`config.mk`:
```
export PLATFORM = sky130hd
export DESIGN_NAME = window_residency_manager
export DESIGN_NICKNAME = d
export VERILOG_FILES = /design/src/hdl/wrm_pkg.sv /design/src/hdl/wrm_datapath.sv /design/src/hdl/wrm_ctrl.sv /design/src/hdl/window_residency_manager.sv
export SDC_FILE = /design/constraint.sdc
export NUM_CORES = 2
export LEC_CHECK = 0
export ABC_AREA = 1
export BUFFER_PORTS_ARGS = -buffer_cell sky130_fd_sc_hd__buf_2
export CORE_MARGIN = 2
export CORE_UTILIZATION = 55
export CTS_CLUSTER_DIAMETER = 100
export DETAILED_ROUTE_END_ITERATION = 8
export PLACE_DENSITY = 0.8
export SLEW_MARGIN = 25
export SYNTH_ARGS = -nofsm -noshare
export SYNTH_HDL_FRONTEND = slang
export SYNTH_SLANG_ARGS = --single-unit
```
`constraint.sdc`:
```
create_clock -name clk -period 6.5 [get_ports clk]
set_clock_uncertainty 0.05 [all_clocks]
set_input_delay 1.3 -clock clk [delete_from_list [all_inputs] [get_ports clk]]
set_output_delay 1.3 -clock clk [all_outputs]
set_load 0.005 [all_outputs]
```
`src/hdl/wrm_pkg.sv`:
```
// wrm_pkg: shared types and constants for the window residency manager
// no dependencies
package wrm_pkg;

    typedef enum logic [2:0] {
        ST_IDLE,
        ST_UNLOAD,
        ST_LOAD,
        ST_EMIT,
        ST_DONE
    } wrm_state_t;

    // controller to datapath
    typedef struct packed {
        logic start;
        logic scan_slot;
        logic scan_need;
    } wrm_cmd_t;

    // datapath to controller
    typedef struct packed {
        logic pair_done;
        logic slot_done;
        logic need_done;
        logic hit;
        logic cand_ok;
    } wrm_stat_t;

    localparam logic [1:0] CFG_WIDTH  = 2'd0;
    localparam logic [1:0] CFG_DEPTH  = 2'd1;
    localparam logic [1:0] CFG_HEIGHT = 2'd2;

endpackage

```
`src/hdl/wrm_datapath.sv`:
```
// wrm_datapath: slot table, needed-set generator and compare logic
// depends on wrm_pkg
module wrm_datapath import wrm_pkg::*; #(
    parameter int LOAD_RADIUS = 1,
    parameter int MAX_HEIGHT  = 3
) (
    input  logic             clk,
    input  logic             rst_n,
    input  wrm_cmd_t         cmd,
    output wrm_stat_t        stat,
    input  logic signed [15:0] viewer_x,
    input  logic signed [15:0] viewer_z,
    input  logic [14:0]      map_width,
    input  logic [14:0]      map_depth,
    input  logic [1:0]       map_height,
    output logic [31:0]      emit_code
);
    localparam int SPAN  = 2 * LOAD_RADIUS + 1;
    localparam int SLOTS = SPAN * SPAN * MAX_HEIGHT;
    localparam int SW    = $clog2(SLOTS + 1);
    localparam int DW    = $clog2(SPAN + 1);

    logic [SLOTS-1:0] valid_reg;
    logic [SLOTS-1:0] found_reg;   // needed candidates already resident
    logic [31:0]      coords_reg [SLOTS];
    logic [31:0]      slot_code_reg;
    logic signed [16:0] vx_reg, vz_reg;

    // slot pointer and needed-set pointer (dz, dx, y)
    logic [SW-1:0] si_reg;
    logic [SW-1:0] ni_reg;
    logic [DW-1:0] dz_reg, dx_reg;
    logic [1:0]    y_reg;
    // inner compare pointer, also kept as (dz, dx, y)
    logic [SW-1:0] cj_reg;
    logic [DW-1:0] jdz_reg, jdx_reg;
    logic [1:0]    jy_reg;
    logic          hit_reg;
    logic [31:0]   emit_reg;

    logic [1:0] h;
    assign h = (map_height > 2'(MAX_HEIGHT)) ? 2'(MAX_HEIGHT) : map_height;

    // candidate for current needed pointer
    logic signed [17:0] cx, cz;
    logic        cand_ok;
    logic [31:0] cand;
    assign cx = 18'(vx_reg) + 18'(signed'({1'b0, dx_reg})) - 18'(LOAD_RADIUS);
    assign cz = 18'(vz_reg) + 18'(signed'({1'b0, dz_reg})) - 18'(LOAD_RADIUS);
    assign cand_ok = (cx >= 0) && (cz >= 0) && (cx < signed'({3'b0, map_width}))
        && (cz < signed'({3'b0, map_depth})) && (y_reg < h);
    assign cand = {cz[14:0], y_reg, cx[14:0]};

    // candidate at compare pointer cj for the unload walk
    logic signed [17:0] jcx, jcz;
    logic        jok;
    logic [31:0] jcand;
    assign jcx = 18'(vx_reg) + 18'(signed'({1'b0, jdx_reg})) - 18'(LOAD_RADIUS);
    assign jcz = 18'(vz_reg) + 18'(signed'({1'b0, jdz_reg})) - 18'(LOAD_RADIUS);
    assign jok = (jcx >= 0) && (jcz >= 0) && (jcx < signed'({3'b0, map_width}))
        && (jcz < signed'({3'b0, map_depth})) && (jy_reg < h);
    assign jcand = {jcz[14:0], jy_reg, jcx[14:0]};

    logic [SW-1:0] slot_ix;
    assign slot_ix = si_reg;

    // lowest free slot
    logic [SW-1:0] free_ix;
    always_comb
    begin
        free_ix = SW'(SLOTS);
        for (int k = SLOTS - 1; k >= 0; k--)
            if (!valid_reg[k])
                free_ix = SW'(k);
    end

    // the slot walk uses one compare per cycle against needed entry cj, while scan_slot is issued
    logic pair_match;
    assign pair_match = valid_reg[slot_ix[SW-1:0]] && jok && !found_reg[cj_reg]
        && (slot_code_reg == jcand);

    assign stat.pair_done = (cj_reg == SW'(SLOTS - 1)) || pair_match
        || !valid_reg[slot_ix];
    assign stat.slot_done = (si_reg == SW'(SLOTS - 1));
    assign stat.need_done = (ni_reg == SW'(SLOTS - 1));
    assign stat.hit       = hit_reg || pair_match || !valid_reg[slot_ix];
    assign stat.cand_ok   = cand_ok && !found_reg[ni_reg];
    assign emit_code      = emit_reg;

    // slot table port: coordinates of the slot being walked are fetched ahead
    logic          slot_wr, slot_rd;
    logic [SW-1:0] rd_ix;
    assign slot_wr = cmd.scan_need && stat.cand_ok && (free_ix != SW'(SLOTS));
    assign slot_rd = cmd.start || (cmd.scan_slot && stat.pair_done && !stat.slot_done);
    assign rd_ix   = cmd.start ? '0 : si_reg + 1'b1;

    always_ff @(posedge clk)
    begin
        if (slot_wr)
            coords_reg[free_ix] <= cand;
        if (slot_rd)
            slot_code_reg <= coords_reg[rd_ix];
    end

    always_ff @(posedge clk or negedge rst_n)
    begin
        if (!rst_n) begin
            valid_reg <= '0;
            found_reg <= '0;
            vx_reg    <= '0;
            vz_reg    <= '0;
            emit_reg  <= '0;
            si_reg    <= '0;
            ni_reg    <= '0;
            cj_reg    <= '0;
            jdz_reg   <= '0;
            jdx_reg   <= '0;
            jy_reg    <= '0;
            hit_reg   <= 1'b0;
            dz_reg    <= '0;
            dx_reg    <= '0;
            y_reg     <= '0;
        end else begin
            if (cmd.start) begin
                vx_reg    <= 17'(viewer_x);
                vz_reg    <= 17'(viewer_z);
                found_reg <= '0;
                si_reg    <= '0;
                ni_reg    <= '0;
                cj_reg    <= '0;
                jdz_reg   <= '0;
                jdx_reg   <= '0;
                jy_reg    <= '0;
                hit_reg   <= 1'b0;
                dz_reg    <= '0;
                dx_reg    <= '0;
                y_reg     <= '0;
            end
            if (cmd.scan_slot) begin
                if (pair_match) begin
                    found_reg[cj_reg] <= 1'b1;
                    hit_reg <= 1'b1;
                end
                if (stat.pair_done) begin
                    cj_reg  <= '0;
                    jdz_reg <= '0;
                    jdx_reg <= '0;
                    jy_reg  <= '0;
                    hit_reg <= 1'b0;
                    if (!stat.hit) begin
                        valid_reg[slot_ix] <= 1'b0;
                        emit_reg <= slot_code_reg;
                    end
                    if (!stat.slot_done)
                        si_reg <= si_reg + 1'b1;
                end else begin
                    cj_reg <= cj_reg + 1'b1;
                    if (jy_reg == 2'(MAX_HEIGHT - 1)) begin
                        jy_reg <= '0;
                        if (jdx_reg == DW'(SPAN - 1)) begin
                            jdx_reg <= '0;
                            jdz_reg <= jdz_reg + 1'b1;
                        end else begin
                            jdx_reg <= jdx_reg + 1'b1;
                        end
                    end else begin
                        jy_reg <= jy_reg + 1'b1;
                    end
                end
            end
            if (cmd.scan_need) begin
                if (stat.cand_ok) begin
                    emit_reg <= cand;
                    if (free_ix != SW'(SLOTS))
                        valid_reg[free_ix] <= 1'b1;
                end
                ni_reg <= ni_reg + 1'b1;
                if (y_reg == 2'(MAX_HEIGHT - 1)) begin
                    y_reg <= '0;
                    if (dx_reg == DW'(SPAN - 1)) begin
                        dx_reg <= '0;
                        dz_reg <= dz_reg + 1'b1;
                    end else begin
                        dx_reg <= dx_reg + 1'b1;
                    end
                end else begin
                    y_reg <= y_reg + 1'b1;
                end
            end
        end
    end
endmodule

```
`src/hdl/wrm_ctrl.sv`:
```
// wrm_ctrl: sequencer for the unload and load walks, output register
// depends on wrm_pkg
module wrm_ctrl import wrm_pkg::*; (
    input  logic       clk,
    input  logic       rst_n,
    input  logic       in_valid,
    output logic       in_stall,
    output wrm_cmd_t   cmd,
    input  wrm_stat_t  stat,
    input  logic [31:0] emit_code,
    output logic       out_valid,
    input  logic       out_stall,
    output logic       is_load,
    output logic [14:0] chunk_x,
    output logic [1:0] chunk_y,
    output logic [14:0] chunk_z,
    output logic       last
);
    wrm_state_t state_reg, state_next;

    // one result is held back so last can be set on the final one
    logic pend_reg, pend_next;
    logic pend_load_reg, pend_load_next;
    logic [31:0] pend_code_reg;
    logic ov_reg, ov_next;
    logic ol_reg, ol_next, olast_reg, olast_next;
    logic [31:0] ocode_reg;
    logic gen_reg, gen_next;      // fresh result in emit_code
    logic gen_load_reg, gen_load_next;

    logic out_free;
    assign out_free = !ov_reg || !out_stall;

    always_ff @(posedge clk or negedge rst_n)
    begin
        if (!rst_n) begin
            state_reg     <= ST_IDLE;
            pend_reg      <= 1'b0;
            pend_load_reg <= 1'b0;
            ov_reg        <= 1'b0;
            ol_reg        <= 1'b0;
            olast_reg     <= 1'b0;
            gen_reg       <= 1'b0;
            gen_load_reg  <= 1'b0;
        end else begin
            state_reg     <= state_next;
            pend_reg      <= pend_next;
            pend_load_reg <= pend_load_next;
            ov_reg        <= ov_next;
            ol_reg        <= ol_next;
            olast_reg     <= olast_next;
            gen_reg       <= gen_next;
            gen_load_reg  <= gen_load_next;
        end
    end

    always_ff @(posedge clk)
    begin
        if (gen_reg && (!pend_reg || out_free))
            pend_code_reg <= emit_code;
        if (out_free && pend_reg && (gen_reg || state_reg == ST_DONE))
            ocode_reg <= pend_code_reg;
    end

    always_comb
    begin
        state_next     = state_reg;
        cmd            = '0;
        in_stall       = 1'b1;
        pend_next      = pend_reg;
        pend_load_next = pend_load_reg;
        ov_next        = ov_reg && out_stall;
        ol_next        = ol_reg;
        olast_next     = olast_reg;
        gen_next       = 1'b0;
        gen_load_next  = gen_load_reg;

        // move fresh result into the pending slot, shifting pending out
        if (gen_reg) begin
            if (pend_reg) begin
                // out_free guaranteed by the stall of the walks below
                ov_next    = 1'b1;
                ol_next    = pend_load_reg;
                olast_next = 1'b0;
            end
            pend_next      = 1'b1;
            pend_load_next = gen_load_reg;
        end

        case (state_reg)
            ST_IDLE:
            begin
                in_stall = 1'b0;
                if (in_valid) begin
                    cmd.start  = 1'b1;
                    state_next = ST_UNLOAD;
                end
            end
            ST_UNLOAD:
            begin
                if (out_free && !gen_reg) begin
                    cmd.scan_slot = 1'b1;
                    if (stat.pair_done && !stat.hit) begin
                        gen_next      = 1'b1;
                        gen_load_next = 1'b0;
                    end
                    if (stat.pair_done && stat.slot_done)
                        state_next = ST_LOAD;
                end
            end
            ST_LOAD:
            begin
                if (out_free && !gen_reg) begin
                    cmd.scan_need = 1'b1;
                    if (stat.cand_ok) begin
                        gen_next      = 1'b1;
                        gen_load_next = 1'b1;
                    end
                    if (stat.need_done)
                        state_next = ST_EMIT;
                end
            end
            ST_EMIT:
            begin
                if (!gen_reg)
                    state_next = ST_DONE;
            end
            ST_DONE:
            begin
                if (!pend_reg) begin
                    state_next = ST_IDLE;
                end else if (out_free) begin
                    ov_next    = 1'b1;
                    ol_next    = pend_load_reg;
                    olast_next = 1'b1;
                    pend_next  = 1'b0;
                end
            end
            default: state_next = ST_IDLE;
        endcase
    end

    assign out_valid = ov_reg;
    assign is_load   = ol_reg;
    assign last      = olast_reg;
    assign chunk_x   = ocode_reg[14:0];
    assign chunk_y   = ocode_reg[16:15];
    assign chunk_z   = ocode_reg[31:17];
endmodule

```
`src/hdl/window_residency_manager.sv`:
```
// window_residency_manager: top level, config registers, controller and datapath
// depends on wrm_pkg, wrm_ctrl, wrm_datapath
//
//  channel  | handshake          | payload
//  in       | in_valid/in_stall  | viewer_x, viewer_z
//  out      | out_valid/out_stall| is_load, chunk_x, chunk_y, chunk_z, last
//  cfg      | cfg_valid/cfg_ready| cfg_index, cfg_data
//
// one item is processed between input transfers; the input stays stalled until it is done.
// The time is set by the unload walk comparing each slot against each window entry in
// turn, then by the load walk visiting each window entry and by each result; while a
// waiting result is stalled at the output, the walks wait too
// async active-low reset empties the slot table and restores map registers to 1
module window_residency_manager import wrm_pkg::*; #(
    parameter int LOAD_RADIUS = 1,
    parameter int MAX_HEIGHT  = 3
) (
    input  logic              clk,
    input  logic              rst_n,
    input  logic              in_valid,
    output logic              in_stall,
    input  logic signed [15:0] viewer_x,
    input  logic signed [15:0] viewer_z,
    output logic              out_valid,
    input  logic              out_stall,
    output logic              is_load,
    output logic [14:0]       chunk_x,
    output logic [1:0]        chunk_y,
    output logic [14:0]       chunk_z,
    output logic              last,
    input  logic              cfg_valid,
    output logic              cfg_ready,
    input  logic [1:0]        cfg_index,
    input  logic [14:0]       cfg_data
);
    logic [14:0] width_reg, depth_reg;
    logic [1:0]  height_reg;
    wrm_cmd_t    cmd;
    wrm_stat_t   stat;
    logic [31:0] emit_code;

    assign cfg_ready = 1'b1;

    always_ff @(posedge clk or negedge rst_n)
    begin
        if (!rst_n) begin
            width_reg  <= 15'd1;
            depth_reg  <= 15'd1;
            height_reg <= 2'd1;
        end else if (cfg_valid) begin
            case (cfg_index)
                CFG_WIDTH:  width_reg  <= cfg_data;
                CFG_DEPTH:  depth_reg  <= cfg_data;
                CFG_HEIGHT: height_reg <= cfg_data[1:0];
                default: ;
            endcase
        end
    end

    wrm_ctrl u_ctrl (
        .clk, .rst_n, .in_valid, .in_stall, .cmd, .stat, .emit_code,
        .out_valid, .out_stall, .is_load, .chunk_x, .chunk_y, .chunk_z, .last
    );

    wrm_datapath #(.LOAD_RADIUS(LOAD_RADIUS), .MAX_HEIGHT(MAX_HEIGHT)) u_dp (
        .clk, .rst_n, .cmd, .stat, .viewer_x, .viewer_z,
        .map_width(width_reg), .map_depth(depth_reg), .map_height(height_reg),
        .emit_code
    );
endmodule

```
==> results_dict.tcl <==
set metrics [dict create \
    setup_slack_ns 0.804 \
    grt_pass1_vias 34300 \
    grt_pass1_wl_um 207000 \
    clock.fmax_mhz 176 \
    fillCellCount 6663 \
    hold_depth 0 \
    rows 110 \
    die_h_um 306 \
    cts-root-buf "clkbuf_16" \
    min_from "u_ctrl.pend_code_reg[12]" \
    slew_headroom_pct 28.7 \
    htreeDepth 3 \
    synth_edf_count 960 \
    critPathSlowestCell "nor2_4" \
    dr.first_iter.drc_count 5010 \
    required_ns 6.83 \
    timing.rr.end "u_dp.coords_reg[0][16]" \
    area_growth_pct 11.5 \
    antenna_found_initial 4 \
    setup_viol 0 \
    portBuffers 89 \
    clk_path_buf_depth 3 \
    cp.arrival_ns 6.03 \
    cts_resized 0 \
    ys_seq_elements 1148 \
    worst_slew_pin_slew_ns 1.07 \
    multi_input_area_um2 15000 \
    ant_nets 0 \
    cp-startpoint "u_dp.dz_reg[1]" \
    post_cts.repair.setup_buffers 0 \
    syn-instance-count 4345 \
    hpwl_um 87400 \
    die_w_um 306 \
    die_area_um2 93500 \
    cts_sinks 1148 \
    stdcell_count 5672 \
    design_area_um2 55900 \
    globalplace.congestion 0.967 \
    cts_tree "yes" \
    initial_utilization_pct 55.6 \
    r2r_start "u_dp.dz_reg[1]" \
    reg2reg_depth 22 \
    drv_slew 0 \
    track_usage_pct 29.3 \
    finalHoldViolCount 0 \
    dp_worst_setup_slack_ns 0.900 \
    clk_latency_ns 0.70 \
    status "finished clean" \
    drc_errors 0 \
    numPlacedInstances 5472 \
    worstPathCellList "inv_1, ha_1, inv_1, ha_1, nand3_1, and2_1, inv_1, a21oi_1, inv_1, a21oi_1, xor2_2, ha_1, a2111oi_0, nand3_1, nor2_1, nand3_1, nor3b_2, nand2_2, nor2_1, nand3_1, nor2_4, buf_4" \
    grt_max_degree 181 \
    fin_nets 4574 \
    synthFlopType "edfxtp_1" \
    largest_reg_flops 864 \
    reg2reg_slack_ns 0.80 \
    rsz0062_at_grt "false" \
    dr.pass1.iters 6 \
    vias 35700 \
    ys_types 60 \
    ys_seq_area_share_pct 66.9 \
    cp_max_fo 13 \
    num_io_pins 91 \
    core_um2 90100 \
    placed_area_um2 52400 \
    slowest_delay_ns 0.57 \
    hold_path_end "u_ctrl.ocode_reg[12]" \
    fin_crit_sh_pct 87.6 \
    grt_overflow_total 0 \
    finalWirelength_um 139000 \
    avgSynthCellArea_um2 11.5 \
    synth_area_um2 50100 \
    crit_type "reg2reg" \
    syn_nets 4513 \
    maxCapViolCount 0 \
    ctsHoldBuffers 0 \
    drive_above_1_share_pct 10.1 \
    cts_made_buffers 108 \
    crit_path_end_kind "flop" \
    viasPerCell 6.29 \
    finalSetupTns_ns 0 \
    fin_crit_ns 5.70 \
    seq_area_um2 33500 \
    yosysWarnings 0 \
    hold_path_class "reg2reg" \
    async_flop_share_pct 16.4 \
    start_kind "flop" \
    clk_pin_slew_worst_paths_ns 0.06 \
    wl_per_cell_um 24.6 \
]
## cell usage in the layout, fill, tap and decap left out, drive strengths merged, types with 5 or more instances in the layout
master,instances
edfxtp,960
nor2,760
o21ai,517
nand2,473
inv,257
buf,194
dfrtp,185
o32ai,145
a21oi,136
clkbuf,130
nand3,116
ha,110
a31oi,76
clkinv,63
xor2,60
o32a,51
o21bai,49
nor3,43
nand4,34
o211ai,33
xnor2,17
o41ai,12
o31ai,8
o22ai,7
clkinvlp,7
a211oi,6
bufinv,6
o2111ai,5
## Yosys cell counts (6+ instances only)
cell | count | area (um^2)
inv_1 | 244 | 916
a211oi_1 | 6 | 45.0
nand4_1 | 33 | 206
nand2_1 | 466 | 1750
o32ai_1 | 145 | 1270
a21oi_1 | 127 | 636
o21bai_1 | 49 | 368
dfrtp_1 | 185 | 4630
edfxtp_1 | 960 | 28800
o21ai_0 | 480 | 2400
buf_2 | 35 | 175
o31ai_1 | 7 | 52.6
xor2_1 | 59 | 517
xnor2_1 | 17 | 149
nor2_1 | 755 | 2830
clkbuf_1 | 182 | 683
nand3_1 | 114 | 571
o21ai_1 | 35 | 175
buf_1 | 18 | 67.6
ha_1 | 110 | 1380
a21oi_2 | 8 | 70.1
o32a_1 | 51 | 510
inv_2 | 11 | 41.3
a31oi_1 | 76 | 475
o41ai_1 | 11 | 96.3
clkinv_1 | 8 | 30.0
o211ai_1 | 33 | 248
o22ai_1 | 7 | 43.8
nor3_1 | 42 | 210
## cell type report
| type | count | share of cell area [%] |
|---|---|---|
| antenna | 1 | 0.00448 |
| sequential | 1148 | 60.0 |
| clock inverter | 70 | 1.09 |
| timing repair buffer | 195 | 2.62 |
| inverter | 263 | 1.79 |
| multi-input combinational | 2690 | 26.8 |
| clock buffer | 129 | 5.05 |
| tap | 1176 | 2.63 |
## per-stage QoR
stage | hold slack [ns] | util [%]
after CTS | 0.370 | 61.9
after global routing | 0.373 | 62.0
after floorplan | 0.350 | -
after global placement | 0.351 | 58.1
after detailed placement | 0.355 | 58.1
final | 0.367 | 62.0
## how the worst max path moves through the flow
stage | endpoint | slack [ns] | cells after the start
4_1_cts | u_dp.coords_reg[0][4] | 0.89 | 22
6_report | u_dp.coords_reg[0][16] | 0.80 | 22
3_5_place_dp | u_dp.coords_reg[0][4] | 0.90 | 22
5_1_grt | u_dp.coords_reg[0][4] | 0.49 | 22
3_3_place_gp | u_dp.coords_reg[0][20] | 0.98 | 22
2_1_floorplan | u_dp.coords_reg[16][0] | 0.56 | 24
## logic make-up after synthesis
kind of cell / share of synthesized area (%)
xor+xnor: 1.36
flops: 66.9
buf+inv: 3.97
fa+ha+maj: 2.91
compound gates: 13.3
simple gates: 11.5
other cells: 0.00748
## critical path: cells and delay by family (launching register included)
family,cells,cell delay (ns)
flops,1,0.37
compound gates,3,1.10
xor+xnor,1,0.14
simple gates,10,2.35
buf+inv,5,0.71
fa+ha+maj,3,0.70
## layer usage
| metal | global-route usage (%) | wire [um] |
|---|---|---|
| met1 | 40.2 | 54000 |
| met2 | 46.6 | 64900 |
| met3 | 5.03 | 14400 |
| met4 | 12.5 | 6030 |
| met5 | 0 | 13 |
Power is left out: the tool's default activity adds up to more than one toggle a clock period on the data nets, which glitch-free logic cannot reach.
